## src/sv/qas_pkg.sv

```systemverilog
// Shared types and constants for the quoted argument splitter.
`timescale 1ns / 1ps
`default_nettype none

package qas_pkg;

    localparam int unsigned SLOTS_W   = 9;
    localparam logic [SLOTS_W-1:0] SLOT_CAP = 9'd256;
    localparam int unsigned OUT_DEPTH = 4;

    localparam logic [7:0] CH_NUL   = 8'h00;
    localparam logic [7:0] CH_TAB   = 8'h09;
    localparam logic [7:0] CH_LF    = 8'h0A;
    localparam logic [7:0] CH_CR    = 8'h0D;
    localparam logic [7:0] CH_SPACE = 8'h20;
    localparam logic [7:0] CH_DQ    = 8'h22;
    localparam logic [7:0] CH_SQ    = 8'h27;
    localparam logic [7:0] CH_BSL   = 8'h5C;
    localparam logic [7:0] CH_N     = 8'h6E;
    localparam logic [7:0] CH_R     = 8'h72;
    localparam logic [7:0] CH_T     = 8'h74;

    typedef enum logic [1:0] {
        KIND_BYTE = 2'd0,
        KIND_END  = 2'd1,
        KIND_DONE = 2'd2,
        KIND_OVF  = 2'd3
    } kind_t;

    typedef struct packed {
        kind_t      kind;
        logic [7:0] out_byte;
        logic [7:0] arg_index;
        logic       first_of_arg;
        logic [7:0] arg_count;
        logic       last;
    } result_t;

    localparam result_t RESULT_NONE = '{
        kind: KIND_BYTE, out_byte: 8'd0, arg_index: 8'd0,
        first_of_arg: 1'b0, arg_count: 8'd0, last: 1'b0
    };

endpackage

`default_nettype wire

```

## src/sv/qas_parser.sv

```systemverilog
// Tokenizer state and per-byte result generation (up to two results per byte).
`timescale 1ns / 1ps
`default_nettype none

module qas_parser (
    input  wire                                 aclk,
    input  wire                                 aresetn,
    input  wire                                 cfg_wr_en,
    input  wire  [qas_pkg::SLOTS_W-1:0]         cfg_wr_data,
    input  wire                                 in_vld,
    input  wire  [7:0]                          in_char,
    output logic                                res0_vld,
    output qas_pkg::result_t                    res0,
    output logic                                res1_vld,
    output qas_pkg::result_t                    res1
);

    logic [qas_pkg::SLOTS_W-1:0] slots_reg;
    logic       in_arg_reg, in_arg_next;
    logic       sq_reg, sq_next;
    logic       dq_reg, dq_next;
    logic       esc_reg, esc_next;
    logic [7:0] cnt_reg, cnt_next;
    logic       ovf_reg, ovf_next;

    logic [qas_pkg::SLOTS_W-1:0] limit;
    logic       add;
    logic       is_ws;
    logic [7:0] ch;

    assign limit = (slots_reg > qas_pkg::SLOT_CAP) ? qas_pkg::SLOT_CAP : slots_reg;
    assign is_ws = (in_char == qas_pkg::CH_SPACE) || (in_char == qas_pkg::CH_TAB) ||
                   (in_char == qas_pkg::CH_LF) || (in_char == qas_pkg::CH_CR);

    function automatic qas_pkg::result_t mk(input qas_pkg::kind_t k, input logic [7:0] b,
                                            input logic [7:0] idx, input logic f,
                                            input logic [7:0] c, input logic l);
        qas_pkg::result_t r;
        r.kind         = k;
        r.out_byte     = b;
        r.arg_index    = idx;
        r.first_of_arg = f;
        r.arg_count    = c;
        r.last         = l;
        return r;
    endfunction

    always_comb begin
        in_arg_next = in_arg_reg;
        sq_next     = sq_reg;
        dq_next     = dq_reg;
        esc_next    = esc_reg;
        cnt_next    = cnt_reg;
        ovf_next    = ovf_reg;
        add         = 1'b0;
        ch          = in_char;
        res0_vld    = 1'b0;
        res1_vld    = 1'b0;
        res0        = qas_pkg::RESULT_NONE;
        res1        = qas_pkg::RESULT_NONE;

        if (in_vld) begin
            if (in_char == qas_pkg::CH_NUL) begin
                // terminator: close open argument, report count, clear parse state
                res0_vld = 1'b1;
                if (!ovf_reg && in_arg_reg && (cnt_reg != 8'd0)) begin
                    res0 = mk(qas_pkg::KIND_END, 8'd0, cnt_reg - 8'd1, 1'b0, cnt_reg, 1'b0);
                    res1_vld = 1'b1;
                    res1 = mk(qas_pkg::KIND_DONE, 8'd0, 8'd0, 1'b0, cnt_reg, 1'b1);
                end else begin
                    res0 = mk(qas_pkg::KIND_DONE, 8'd0, 8'd0, 1'b0, cnt_reg, 1'b1);
                end
                in_arg_next = 1'b0;
                sq_next     = 1'b0;
                dq_next     = 1'b0;
                esc_next    = 1'b0;
                cnt_next    = 8'd0;
                ovf_next    = 1'b0;
            end else if (!ovf_reg) begin
                if (esc_reg) begin
                    esc_next = 1'b0;
                    add      = 1'b1;
                    if (in_char == qas_pkg::CH_N) ch = qas_pkg::CH_LF;
                    else if (in_char == qas_pkg::CH_T) ch = qas_pkg::CH_TAB;
                    else if (in_char == qas_pkg::CH_R) ch = qas_pkg::CH_CR;
                end else if (in_char == qas_pkg::CH_BSL) begin
                    esc_next = 1'b1;
                end else if (in_char == qas_pkg::CH_SQ) begin
                    if (dq_reg) add = 1'b1;
                    else        sq_next = !sq_reg;
                end else if (in_char == qas_pkg::CH_DQ) begin
                    if (sq_reg) add = 1'b1;
                    else        dq_next = !dq_reg;
                end else if (is_ws) begin
                    if (in_arg_reg) begin
                        if (sq_reg || dq_reg) begin
                            add = 1'b1;
                        end else begin
                            in_arg_next = 1'b0;
                            if (cnt_reg != 8'd0) begin
                                res0_vld = 1'b1;
                                res0 = mk(qas_pkg::KIND_END, 8'd0, cnt_reg - 8'd1, 1'b0,
                                          cnt_reg, 1'b1);
                            end
                        end
                    end
                end else begin
                    add = 1'b1;
                end

                if (add) begin
                    if (!in_arg_reg) begin
                        if (({1'b0, cnt_reg} + 9'd1) < limit) begin
                            cnt_next    = cnt_reg + 8'd1;
                            in_arg_next = 1'b1;
                            res0_vld    = 1'b1;
                            res0 = mk(qas_pkg::KIND_BYTE, ch, cnt_reg, 1'b1,
                                      cnt_reg + 8'd1, 1'b1);
                        end else begin
                            ovf_next = 1'b1;
                            res0_vld = 1'b1;
                            res0 = mk(qas_pkg::KIND_OVF, 8'd0, 8'd0, 1'b0, cnt_reg, 1'b1);
                        end
                    end else if (cnt_reg != 8'd0) begin
                        res0_vld = 1'b1;
                        res0 = mk(qas_pkg::KIND_BYTE, ch, cnt_reg - 8'd1, 1'b0, cnt_reg, 1'b1);
                    end
                end
            end
        end
    end

    always_ff @(posedge aclk) begin
        if (!aresetn) begin
            slots_reg  <= qas_pkg::SLOT_CAP;
            in_arg_reg <= 1'b0;
            sq_reg     <= 1'b0;
            dq_reg     <= 1'b0;
            esc_reg    <= 1'b0;
            cnt_reg    <= 8'd0;
            ovf_reg    <= 1'b0;
        end else begin
            if (cfg_wr_en) slots_reg <= cfg_wr_data;
            in_arg_reg <= in_arg_next;
            sq_reg     <= sq_next;
            dq_reg     <= dq_next;
            esc_reg    <= esc_next;
            cnt_reg    <= cnt_next;
            ovf_reg    <= ovf_next;
        end
    end

    a_arg_has_count: assert property (@(posedge aclk) disable iff (!aresetn)
        in_arg_reg |-> (cnt_reg != 8'd0))
        else $error("open argument with zero count");

    a_second_is_done: assert property (@(posedge aclk) disable iff (!aresetn)
        res1_vld |-> (res0_vld && (res1.kind == qas_pkg::KIND_DONE) &&
                      (res0.kind == qas_pkg::KIND_END)))
        else $error("second result must be end followed by done");

    a_term_clears: assert property (@(posedge aclk) disable iff (!aresetn)
        (in_vld && (in_char == qas_pkg::CH_NUL)) |=>
            (!in_arg_reg && !ovf_reg && !esc_reg && (cnt_reg == 8'd0)))
        else $error("terminator did not clear parse state");

endmodule

`default_nettype wire

```

## src/sv/qas_out_fifo.sv

```systemverilog
// Result queue: takes up to two results per cycle, delivers one per transfer.
`timescale 1ns / 1ps
`default_nettype none

module qas_out_fifo #(
    parameter int unsigned DEPTH = qas_pkg::OUT_DEPTH
) (
    input  wire                 aclk,
    input  wire                 aresetn,
    input  wire                 push0,
    input  qas_pkg::result_t    din0,
    input  wire                 push1,
    input  qas_pkg::result_t    din1,
    output logic                room2,
    output logic                out_vld,
    input  wire                 out_rdy,
    output qas_pkg::result_t    dout
);

    // DEPTH must be a power of two, at least 2
    localparam int unsigned PTR_W = (DEPTH > 1) ? $clog2(DEPTH) : 1;
    localparam int unsigned CNT_W = $clog2(DEPTH + 1);
    localparam logic [CNT_W-1:0] ROOM_MAX = CNT_W'(DEPTH - 2);

    qas_pkg::result_t mem_reg [DEPTH];
    logic [PTR_W-1:0] wr_ptr_reg, wr_ptr_next;
    logic [PTR_W-1:0] rd_ptr_reg, rd_ptr_next;
    logic [CNT_W-1:0] cnt_reg, cnt_next;
    logic             pop;

    assign out_vld = (cnt_reg != '0);
    assign dout    = mem_reg[rd_ptr_reg];
    assign pop     = out_vld && out_rdy;
    assign room2   = (cnt_reg <= ROOM_MAX);

    always_comb begin
        wr_ptr_next = wr_ptr_reg + PTR_W'(push0) + PTR_W'(push1);
        rd_ptr_next = rd_ptr_reg + PTR_W'(pop);
        cnt_next    = cnt_reg + CNT_W'(push0) + CNT_W'(push1) - CNT_W'(pop);
    end

    always_ff @(posedge aclk) begin
        if (push0) mem_reg[wr_ptr_reg] <= din0;
        if (push1) mem_reg[wr_ptr_reg + PTR_W'(1)] <= din1;
    end

    always_ff @(posedge aclk) begin
        if (!aresetn) begin
            wr_ptr_reg <= '0;
            rd_ptr_reg <= '0;
            cnt_reg    <= '0;
        end else begin
            wr_ptr_reg <= wr_ptr_next;
            rd_ptr_reg <= rd_ptr_next;
            cnt_reg    <= cnt_next;
        end
    end

    a_cnt_bound: assert property (@(posedge aclk) disable iff (!aresetn)
        cnt_reg <= CNT_W'(DEPTH))
        else $error("result queue count out of range");

    a_push_order: assert property (@(posedge aclk) disable iff (!aresetn)
        push1 |-> push0)
        else $error("second slot written without first");

    a_no_overrun: assert property (@(posedge aclk) disable iff (!aresetn)
        push0 |-> room2)
        else $error("push into full result queue");

endmodule

`default_nettype wire

```

## src/sv/quoted_argument_splitter.sv

```systemverilog
// A result is written into the result queue as its byte transfers and is then offered
// on the master side from the queue head. Throughput: one byte per cycle while
// s_axis_tready is high; a terminator that closes an open argument queues two results
// (argument end and done), so the result queue (OUT_DEPTH entries) sets how long a
// stalled master side can be absorbed before s_axis_tready drops. Reset: synchronous
// active-low aresetn clears parse state and the queue; max_slots returns to 256.
`timescale 1ns / 1ps
`default_nettype none

module quoted_argument_splitter #(
    parameter int unsigned OUT_DEPTH = qas_pkg::OUT_DEPTH
) (
    input  wire                             aclk,
    input  wire                             aresetn,
    input  wire                             cfg_wr_en,
    input  wire  [qas_pkg::SLOTS_W-1:0]     cfg_wr_data,   // max_slots
    input  wire                             s_axis_tvalid,
    output logic                            s_axis_tready,
    input  wire  [7:0]                      s_axis_tdata,  // [7:0] char_in
    output logic                            m_axis_tvalid,
    input  wire                             m_axis_tready,
    output logic [23:0]                     m_axis_tdata,  // [7:0] out_byte, [15:8] arg_index,
                                                           // [23:16] arg_count
    output logic [2:0]                      m_axis_tuser,  // [1:0] kind, [2] first_of_arg
    output logic                            m_axis_tlast   // last
);

    logic             in_xfer;
    logic             res0_vld, res1_vld;
    qas_pkg::result_t res0, res1, head;

    assign in_xfer = s_axis_tvalid && s_axis_tready;

    qas_parser u_parser (
        .aclk        (aclk),
        .aresetn     (aresetn),
        .cfg_wr_en   (cfg_wr_en),
        .cfg_wr_data (cfg_wr_data),
        .in_vld      (in_xfer),
        .in_char     (s_axis_tdata),
        .res0_vld    (res0_vld),
        .res0        (res0),
        .res1_vld    (res1_vld),
        .res1        (res1)
    );

    qas_out_fifo #(
        .DEPTH (OUT_DEPTH)
    ) u_out_fifo (
        .aclk    (aclk),
        .aresetn (aresetn),
        .push0   (res0_vld),
        .din0    (res0),
        .push1   (res1_vld),
        .din1    (res1),
        .room2   (s_axis_tready),
        .out_vld (m_axis_tvalid),
        .out_rdy (m_axis_tready),
        .dout    (head)
    );

    assign m_axis_tdata = {head.arg_count, head.arg_index, head.out_byte};
    assign m_axis_tuser = {head.first_of_arg, head.kind};
    assign m_axis_tlast = head.last;

endmodule

`default_nettype wire

```

## config.mk

```make
export PLATFORM = sky130hd
export DESIGN_NAME = quoted_argument_splitter
export DESIGN_NICKNAME = d
export VERILOG_FILES = /design/src/sv/qas_pkg.sv /design/src/sv/qas_parser.sv /design/src/sv/qas_out_fifo.sv /design/src/sv/quoted_argument_splitter.sv
export SDC_FILE = /design/constraint.sdc
export NUM_CORES = 1
export LEC_CHECK = 0
export ABC_AREA = 0
export BUFFER_PORTS_ARGS = -buffer_cell sky130_fd_sc_hd__buf_4
export CAP_MARGIN = 0
export CORE_AREA = 2 2 123 155
export DETAILED_ROUTE_END_ITERATION = 12
export DIE_AREA = 0 0 125 157
export PLACE_DENSITY = 0.7
export SLEW_MARGIN = 30
export SYNTH_ARGS = -nofsm -noshare
export SYNTH_HDL_FRONTEND = slang
export SYNTH_HIERARCHICAL = 1
export SYNTH_SLANG_ARGS = --single-unit
```

## constraint.sdc

```tcl
create_clock -name aclk -period 9.7 [get_ports aclk]
set_input_delay 2.91 -clock aclk [delete_from_list [all_inputs] [get_ports aclk]]
set_output_delay 2.91 -clock aclk [all_outputs]
set_load 0.1 [all_outputs]
```

==> results of run 1 <==
how the worst max path moves through the flow:
stage | to | slack [ns] | from | depth (start not counted)
floorplan | u_out_fifo/mem_reg[0][0] | 2.67 | s_axis_tdata[3] | 10
global placement | u_out_fifo/mem_reg[0][13] | 2.88 | s_axis_tdata[4] | 9
detailed placement | u_out_fifo/mem_reg[0][13] | 2.77 | s_axis_tdata[4] | 9
CTS | u_out_fifo/mem_reg[0][3] | 3.19 | s_axis_tdata[4] | 9
global route | u_out_fifo/mem_reg[0][3] | 2.91 | s_axis_tdata[4] | 9
finish | u_out_fifo/mem_reg[0][3] | 3.17 | s_axis_tdata[4] | 9
metal layers:
metal  global-route usage [%]  share of wire, %  vias up
met5                        0                 0        -
met4                     7.67               2.3        0
met3                     3.91               4.1       39
met2                     35.1                52      155
met1                     23.6                41     2731
li1                         -                 -     2548
synthesized netlist by cell type, types with 9 or more instances:
library cell,number
sky130_fd_sc_hd__ha_1,15
sky130_fd_sc_hd__mux2i_1,13
sky130_fd_sc_hd__nor2_1,28
sky130_fd_sc_hd__mux2_2,59
sky130_fd_sc_hd__a21oi_1,13
sky130_fd_sc_hd__nand2_1,38
sky130_fd_sc_hd__mux2_1,35
sky130_fd_sc_hd__and2_1,18
sky130_fd_sc_hd__mux4_2,28
sky130_fd_sc_hd__buf_6,9
sky130_fd_sc_hd__nor3_1,9
sky130_fd_sc_hd__buf_2,12
sky130_fd_sc_hd__edfxtp_1,112
sky130_fd_sc_hd__nor2b_1,16
sky130_fd_sc_hd__o21ai_0,11
sky130_fd_sc_hd__clkbuf_1,16
sky130_fd_sc_hd__mux2_4,18
sky130_fd_sc_hd__dfxtp_1,29
sky130_fd_sc_hd__nand3_1,15
sky130_fd_sc_hd__inv_1,17
sky130_fd_sc_hd__buf_4,25
final cells by class:
| type | count | area, µm² | share of cell area [%] |
|---|---|---|---|
| clock buffer | 17 | 425 | 4.48 |
| clock inverter | 14 | 215 | 2.27 |
| inverter | 19 | 71.3 | 0.751 |
| multi-input combinational | 457 | 4110 | 43.2 |
| sequential | 141 | 3950 | 41.5 |
| tap | 228 | 285 | 3.00 |
| timing repair buffer | 60 | 450 | 4.74 |
cell families after synthesis:
kind of cell | after synthesis | synth area share, %
DFF | 141 | 46.7
muxes | 153 | 24.7
xor gates and xnor gates | 10 | 1.04
and+or+nand+nor | 181 | 12.1
adders and majority gates | 18 | 2.93
AOI/OAI and AO/OA | 77 | 6.81
other | 1 | 0.0444
buffers and inverters | 81 | 5.69
power groups by stage:
stage | Combinational [µW] | Clock (µW) | Sequential (µW)
floorplan | 898 | 0 | 788
global placement | 1060 | 0 | 820
detailed placement | 1070 | 0 | 824
CTS | 1070 | 715 | 812
global route | 1120 | 741 | 820
finish | 1070 | 704 | 809
worst min-delay path, stage by stage (launching register included):
cell and delay, ns:
sky130_fd_sc_hd__dfxtp_1 0.32, sky130_fd_sc_hd__mux2i_1 0.07, sky130_fd_sc_hd__nor2b_1 0.09
metrics by stage:
step | power [µW] | utilization [%]
2_1_floorplan | 1690 | -
3_3_place_gp | 1880 | 49.1
3_5_place_dp | 1890 | 49.1
4_1_cts | 2600 | 52.7
5_1_grt | 2680 | 52.7
6_report | 2580 | 52.7
==> impl.org, run 1 <==
** Outcome
- The flow ran to the end, and the final reports show no timing, DRC or antenna violations.

** Place
- Number of buffers added on ports :: 51
- Once placement completed, the tool counted placed cells totaling 905.
- RD Place Congestion :: 0.922
- Detailed placement ended at an HPWL of 12,500 µm.
- The placed instances occupy a cell area of 0.00886 mm².
- Prior to clock tree synthesis, the placed netlist has a worst setup slack of 2.77 ns.

** STA
- Across all setup checks in the final design, the least slack found is 3.17 ns.
- Worst slew slack as a fraction of its limit :: 40.8%
- Across all hold checks on the routed design, the worst slack comes to 0.518 ns.
- Number of hold-slack violations in the final timing report :: 0
- Setup repair after global routing left no endpoint under its margin.
- For the pin with the worst max-slew slack, the measured transition is 0.879 ns.
- For the final routed database, the setup TNS stands at 0 ns.
- Number of pins exceeding their max-slew limit in the final report :: 0
- Final period demand of the worst path :: 6.53 ns
- Final-report setup violation count :: 0
- Highest achievable clock rate :: 153 MHz
- Share of the clock period used by the worst path :: 67.4%
- Clock tree skew after final layout :: 0.00719 ns

** Finish
- Final layout net count :: 736
- Layout area overhead :: 12.5%
- After filler insertion, the fill cell instance count of the layout stands at 1,525.
- Diode insertion count for antenna repair :: 0
- Final Cell Area :: 0.00950 mm²
- The register with the most flip-flops in the layout has 112 of them.
- Most frequent cells in the layout :: sky130_fd_sc_hd__edfxtp_1 (112), sky130_fd_sc_hd__buf_4 (60), sky130_fd_sc_hd__mux2_2 (59), sky130_fd_sc_hd__nand2_1 (38), sky130_fd_sc_hd__mux2_1 (35)
- Of the cells placed in the final design, the portion with a size suffix greater than 1 is 31.6%.
- Once layout is complete, the cells apart from fillers number 936.
- The library cell used most frequently in the layout, excluding fill and tap cells, is sky130_fd_sc_hd__edfxtp_1.

** Worst setup path
- Crit path launch type :: input pin
- Slowest cell on the critical path :: sky130_fd_sc_hd__nand3_1
- By instance count, the cell type seen most on the critical path is sky130_fd_sc_hd__buf_4.
- Walking the worst path, the cells encountered are buf_4, or3_4, nor4_4, nand2_4, nor3_4, nand3_1, buf_4, o21ai_2, buf_4.
- The worst register-to-register path has a depth of 13.
- The startpoint identified for the worst register-to-register timing path is u_parser/cnt_reg[0].
- Element type at the critical path end :: flop
- R2R Path End :: u_out_fifo/mem_reg[3][7]
- Buffering stage count on the worst path with inverters included :: 3
- WS Path Type :: input pin to flop
- Crit path DAT :: 6.61 ns
- STA puts the critical path data required time at 9.78 ns.
- The kind of cell with the highest combined delay along the critical path is simple AND/OR/NAND/NOR gates.
- Crit Path Max Fanout :: 28
- Across all register-to-register paths, the minimum setup slack is 5.17 ns.
- On the worst path, the slowest cell contributes a delay of 0.75 ns.

** Power
- Across the VDD grid, the largest voltage drop is 111 µV.
- Power per Cell Area :: 272 mW/mm²
- The analysis attributes to cell leakage a power of 0.00371 µW.
- For this design the total switching power over the nets is 1060 µW.
- Seq pwr share :: 31.3%
- Cell internal power was estimated by the tool at 1520 µW.
- The clock network is responsible for 27.2% of the overall power.
- Combinational group share of total power :: 41.4%
- In this run switching power makes up 41.0% of total power.

** Floorplanning
- The floorplan step set the die width to 125 µm.
- Num ports :: 52
- Core area :: 0.0180 mm²
- In this run the vertical extent of the chip is 157 µm.
- Die Outline Area :: 0.0196 mm²
- Starting Density :: 46.9%
- FP Rows :: 55

** CTS
- Root Driver :: sky130_fd_sc_hd__clkbuf_16
- Clock-pin slew was measured on the worst setup and hold paths at 0.06 ns.
- No sink is reached through more buffers than the 2 on the longest clock path.
- In this run the number of H-tree levels came out at 4.
- Cts-stage hold buffer count :: 0
- Worst-Skew Late Latency :: 0.42 ns
- Number of sinks on the clock net :: 141
- Number of CTS-inserted buffers :: 17
- TritonCTS built the clock tree.
- Once the clock tree was built, the resizer swapped 0 gates to a different size.
- Post-CTS setup buffer count :: 0

** Synthesis
- Leading post-synthesis cells by cell area :: sky130_fd_sc_hd__edfxtp_1 (40%), sky130_fd_sc_hd__mux2_2 (7.9%), sky130_fd_sc_hd__mux4_2 (7.5%)
- Count of synthesis-stage warnings from yosys :: 6
- Part of the Yosys area used for sequential elements :: 46.7%
- The synthesized design devotes to its leading area cell type 39.8% of total area.
- Fraction of registers with async set/reset :: 0%
- Distinct cell type count after synthesis :: 78
- After synthesis the cells add up to 0.00845 mm².
- Cell type contributing the most total cell area after synthesis :: sky130_fd_sc_hd__edfxtp_1
- Mapped Avg Cell Area :: 12.8 µm²
- FF+latch count, synth :: 141
- Cells after Synth :: 662
- Number of flops mapped to enable cells by yosys :: 112
- Dominant register cell in the synthesized netlist :: sky130_fd_sc_hd__edfxtp_1

** Routing
- Dividing the detail-routed wire length by the instance count gives 20.0 µm.
- Before antenna repair, the detailed router went through 7 iterations.
- The final layout contains routed wiring with a total length of 18,700 µm.
- Final ANT Viol Nets :: 0
- The final route contains 5,473 vias.
- Vias per cell :: 5.85
- DRC viols :: 0
- In this run, the number of DRC markers left after iteration 0 of detailed routing was 547.

** GRT
- Vias in the first global route :: 5,702
- The initial antenna violation count came to 0.
- Largest net degree at the start of global routing :: 30
- GRT overflow :: 0
- Global routing used 19.7% of the available tracks.
- The first global-routing pass estimated 30,200 µm of wire.

** Hold path
- Beginning of the worst hold path :: u_parser/slots_reg[1]
- Number of cells on the worst hold path :: 2
- Min-delay worst type :: flop to flop
- Capture endpoint of the worst hold path :: u_parser/slots_reg[1]

** Run
- Maximum capacitance violations :: 0
Power figures use the tool's default switching activity.
==> run 2: changes to the inputs <==
ABC_AREA = 1   (was 0)
CORE_AREA = 2 2 131 165   (was 2 2 123 155)
DIE_AREA = 0 0 133 167   (was 0 0 125 157)
PLACE_DENSITY = 0.72   (was 0.7)
clock period = 5.6 ns   (was 9.7 ns; I/O delays follow)
==> impl.org, run 2 <==
** Synthesis
- Leading post-synthesis cells by cell area: sky130_fd_sc_hd__edfxtp_1 (35%), sky130_fd_sc_hd__nand2_1 (18%), sky130_fd_sc_hd__inv_1 (7.4%) (was sky130_fd_sc_hd__edfxtp_1 (40%), sky130_fd_sc_hd__mux2_2 (7.9%), sky130_fd_sc_hd__mux4_2 (7.5%)).
- The share of synthesized area occupied by flip-flops and latches came to 41.3% (was 46.7%).
- Mapped Avg Cell Area :: 7.20 µm² (was 12.8 µm²)
- Cell type contributing the most total cell area after synthesis :: sky130_fd_sc_hd__edfxtp_1 (unchanged)
- Distinct cell type count after synthesis :: 45 (was 78)
- The number of synthesized register bits came to 141 (unchanged).
- The share of synthesized registers carrying an async set or reset came to 0% (unchanged).
- The number of warnings issued by yosys is 6 (unchanged).
- The gate count after technology mapping was 1,327 (was 662).
- Share of Yosys cell area claimed by the top area cell type :: 35.2% (was 39.8%)
- Cell with the most instances after synthesis :: sky130_fd_sc_hd__nand2_1 (was sky130_fd_sc_hd__edfxtp_1)
- Dominant register cell in the synthesized netlist :: sky130_fd_sc_hd__edfxtp_1 (unchanged)
- The number of enable flip-flop cells after synthesis is 112 (unchanged).
- Post-synthesis instance area :: 0.00956 mm² (was 0.00845 mm²)
- Leading cell types by count after synthesis: sky130_fd_sc_hd__nand2_1 (464), sky130_fd_sc_hd__inv_1 (189), sky130_fd_sc_hd__nand3_1 (137) (was sky130_fd_sc_hd__edfxtp_1 (112), sky130_fd_sc_hd__mux2_2 (59), sky130_fd_sc_hd__nand2_1 (38)).

** Routing
- Average routed wire per standard cell :: 15.0 µm (was 20.0 µm)
- The number of nets with antenna violations after detailed routing came to 0 (unchanged).
- The total via count in the routed design was 8,390 (was 5,473).
- The number of DRC violations after detailed routing was 0 (unchanged).
- Post-Route WL :: 24,200 µm (was 18,700 µm)
- Vias per cell :: 5.18 (was 5.85)
- Number of iterations in the first detailed-routing pass :: 5 (was 7)
- Starting DRT DRC Count :: 771 (was 547)

** Worst setup path
- The highest-delay cell along the critical path was sky130_fd_sc_hd__clkinv_1 (was sky130_fd_sc_hd__nand3_1).
- Max incr delay on CP :: 0.70 ns (was 0.75 ns)
- The category of the worst setup path capture point is an output port (was flop).
- The maximum net fanout on the critical path is 29 (was 28).
- Worst-path cell chain :: clkinv_1, buf_4, nand2_1, nand3_1, nand2_1, buf_4 (was buf_4, or3_4, nor4_4, nand2_4, nor3_4, nand3_1, buf_4, o21ai_2, buf_4)
- The signal arrival time at the worst endpoint is 2.59 ns (was 6.61 ns).
- The type of the setup path with the least slack is flop to output port (was input pin to flop).
- Worst Path Required :: 3.92 ns (was 9.78 ns)
- The type of element launching the critical path was a flop (was input pin).

** Run
- The number of maximum-capacitance constraint violations was 0 (unchanged).

** STA
- Worst Hold Slack :: 0.473 ns (was 0.518 ns)
- Unrepaired setup endpoints after global routing :: false (unchanged)
- The final setup violation count was 0 (unchanged).
- The pin slew with the least headroom to its limit came to 0.915 ns (was 0.879 ns).
- The worst path uses 76.3% of the clock period.
- Static timing analysis puts the maximum clock frequency at 234 MHz.
- The worst clock skew came to 0.00952 ns (was 0.00719 ns).
- Worst slew slack as a fraction of its limit :: 38.6% (was 40.8%)
- The final count of hold timing violations was 0 (unchanged).
- The count of pins over their slew limit came to 0 (unchanged).
- Final period demand of the worst path :: 4.27 ns
- The setup TNS came to 0 ns (unchanged).

** GRT
- GRT overflow :: 0 (unchanged)
- Overall fraction of global-route tracks in use :: 22.3% (was 19.7%)
- Wire length of the first global-routing pass :: 39,700 µm (was 30,200 µm)
- Largest net degree at the start of global routing :: 58 (was 30)
- Vias in the first global route :: 7,901 (was 5,702)
- Initial antenna violation count :: 0 (unchanged)

** Floorplanning
- The vertical die dimension was 167 µm (was 157 µm).
- Core area :: 0.0206 mm² (was 0.0180 mm²)
- Die Outline Area :: 0.0222 mm² (was 0.0196 mm²)
- The initial cell density of the core came to 46.4% (was 46.9%).
- Num ports :: 52 (unchanged)
- Width of the chip :: 133 µm (was 125 µm)
- The floorplan row count came to 59 (was 55).

** Place
- RD Place Congestion :: 0.947 (was 0.922)
- The estimated wirelength of the detail-placed design is 15,500 µm (was 12,500 µm).
- Number of buffers added on ports :: 51 (unchanged)

** Power
- The power density normalized to cell area is 492 mW/mm² (was 272 mW/mm²).
- The highest ir drop seen on vdd is 291 µV (was 111 µV).
- Leakage power :: 0.00495 µW (was 0.00371 µW)

** Finish
- The count of nets after finishing came to 1,373 (was 736).
- Most common library cell in the layout ignoring fill and taps :: sky130_fd_sc_hd__nand2_1 (was sky130_fd_sc_hd__edfxtp_1)
- The number of fill cells in the layout is 1,961 (was 1,525).
- Diode insertion count for antenna repair :: 0 (unchanged)
- Number of flip-flops in the largest register :: 112 (unchanged)
- The layout overhead on the synthesized area came to 9.61% (was 12.5%).
- Register area :: 0.00395 mm² (unchanged)
- Layout cell share with drive strength beyond 1 :: 11.4% (was 31.6%)
- Most frequent cells in the layout: sky130_fd_sc_hd__nand2_1 (464), sky130_fd_sc_hd__inv_1 (188), sky130_fd_sc_hd__nand3_1 (137), sky130_fd_sc_hd__edfxtp_1 (112), sky130_fd_sc_hd__nand4_1 (69) (was sky130_fd_sc_hd__edfxtp_1 (112), sky130_fd_sc_hd__buf_4 (60), sky130_fd_sc_hd__mux2_2 (59), sky130_fd_sc_hd__nand2_1 (38), sky130_fd_sc_hd__mux2_1 (35)).
- Area of the multi-input gates :: 0.00429 mm² (was 0.00411 mm²)

** CTS
- The number of buffers on the longest clock path is 2 (unchanged).
- Root Driver :: sky130_fd_sc_hd__clkbuf_16 (unchanged)
- The number of buffers added to fix hold violations after cts is 0 (unchanged).
- The post-cts resize count was 0 (unchanged).
- The clock latency reported for the late side of the worst-skew pair came to 0.43 ns (was 0.42 ns).
- Number of CTS-inserted buffers :: 17 (unchanged)
- The clock edge transition at the registers on the reported setup and hold paths is 0.07 ns (was 0.06 ns).
- The level count of the clock H-tree came to 4 (unchanged).
- The CTS sink count is 141 (unchanged).
- Clock tree from TritonCTS :: done (unchanged)
- Post-CTS setup buffer count :: 0 (unchanged)

** Outcome
- Run status :: complete, no violations (unchanged)

** Hold path
- The class of the tightest hold or removal check is flop to flop (unchanged).
run 2: cell count changes after synthesis, moves of 35 or more:
cell / delta
sky130_fd_sc_hd__inv_1: +172
sky130_fd_sc_hd__nand2_1: +426
sky130_fd_sc_hd__nand3_1: +122
sky130_fd_sc_hd__mux2_1: -35
sky130_fd_sc_hd__nand4_1: +64
sky130_fd_sc_hd__mux2_2: -59
run 2: power breakdown:
| group | internal, µW | leakage [µW] | switching (µW) |
|---|---|---|---|
| clock network | 719 | 0.000307 | 488 |
| registers | 1330 | 0.00128 | 100 |
| logic | 536 | 0.00336 | 1980 |
| total | 2580 | 0.00495 | 2570 |
run 2: worst max-delay path: cells and delay by family, from the launching register on:
family	cells	cell delay (ns)
flip-flops	1	0.33
buffers and inverters	3	1.54
AND/OR/NAND/NOR	3	0.28
run 2: logic make-up (layout without fill, tap and decap cells):
| group | count (synthesis) | in the layout | share of synthesized area, % |
|---|---|---|---|
| adders and majority gates | 18 | 18 | 2.59 |
| buffers and inverters | 303 | 305 | 14.5 |
| other | 1 | 18 | 0.0392 |
| and+or+nand+nor | 771 | 771 | 35.7 |
| DFF | 141 | 141 | 41.3 |
| AOI/OAI and AO/OA | 84 | 84 | 5.02 |
| xor gates and xnor gates | 9 | 9 | 0.825 |
run 2: area by class of cell:
type / instances / share of cell area (%)
Clock inverter: 15 / 1.91
Timing Repair Buffer: 65 / 4.66
Inverter: 208 / 7.48
Clock buffer: 17 / 4.06
Tap cell: 274 / 3.27
Multi-Input combinational cell: 900 / 40.9
Sequential cell: 141 / 37.7
run 2: final timing paths:
path	startpoint	depth (start not counted)	slack (ns)	end
min	u_parser/slots_reg[0]	2	0.47	u_parser/slots_reg[0]
max	u_out_fifo/rd_ptr_reg[0]	6	1.33	m_axis_tlast
max reg2reg	u_parser/cnt_reg[0]	12	1.49	u_out_fifo/wr_ptr_reg[0]
min reg2reg	u_parser/slots_reg[0]	2	0.47	u_parser/slots_reg[0]
run 2: stage by stage:
step | util (%) | instance area (µm²) | std cells | worst slack [ns] | total power (µW)
6_report | 50.9 | 10500 | 1620 | 1.33 | 5160
5_1_grt | 50.9 | 10500 | 1620 | 1.13 | 5420
4_1_cts | 50.9 | 10500 | 1620 | 1.49 | 5170
3_5_place_dp | 47.8 | 9850 | 1588 | 1.13 | 3960
3_3_place_gp | 47.8 | 9850 | 1588 | 1.20 | 3940
2_1_floorplan | - | 9620 | 1344 | 0.915 | 3440
run 2: metal layers:
layer  global-route usage [%]  vias up  share of wire (%)
met1                     27.2     3794                 41
met5                        0        -                  0
met2                     39.6      313                 51
met3                     3.56       43                6.2
met4                     8.27        0                2.1
li1                         -     4240                  -
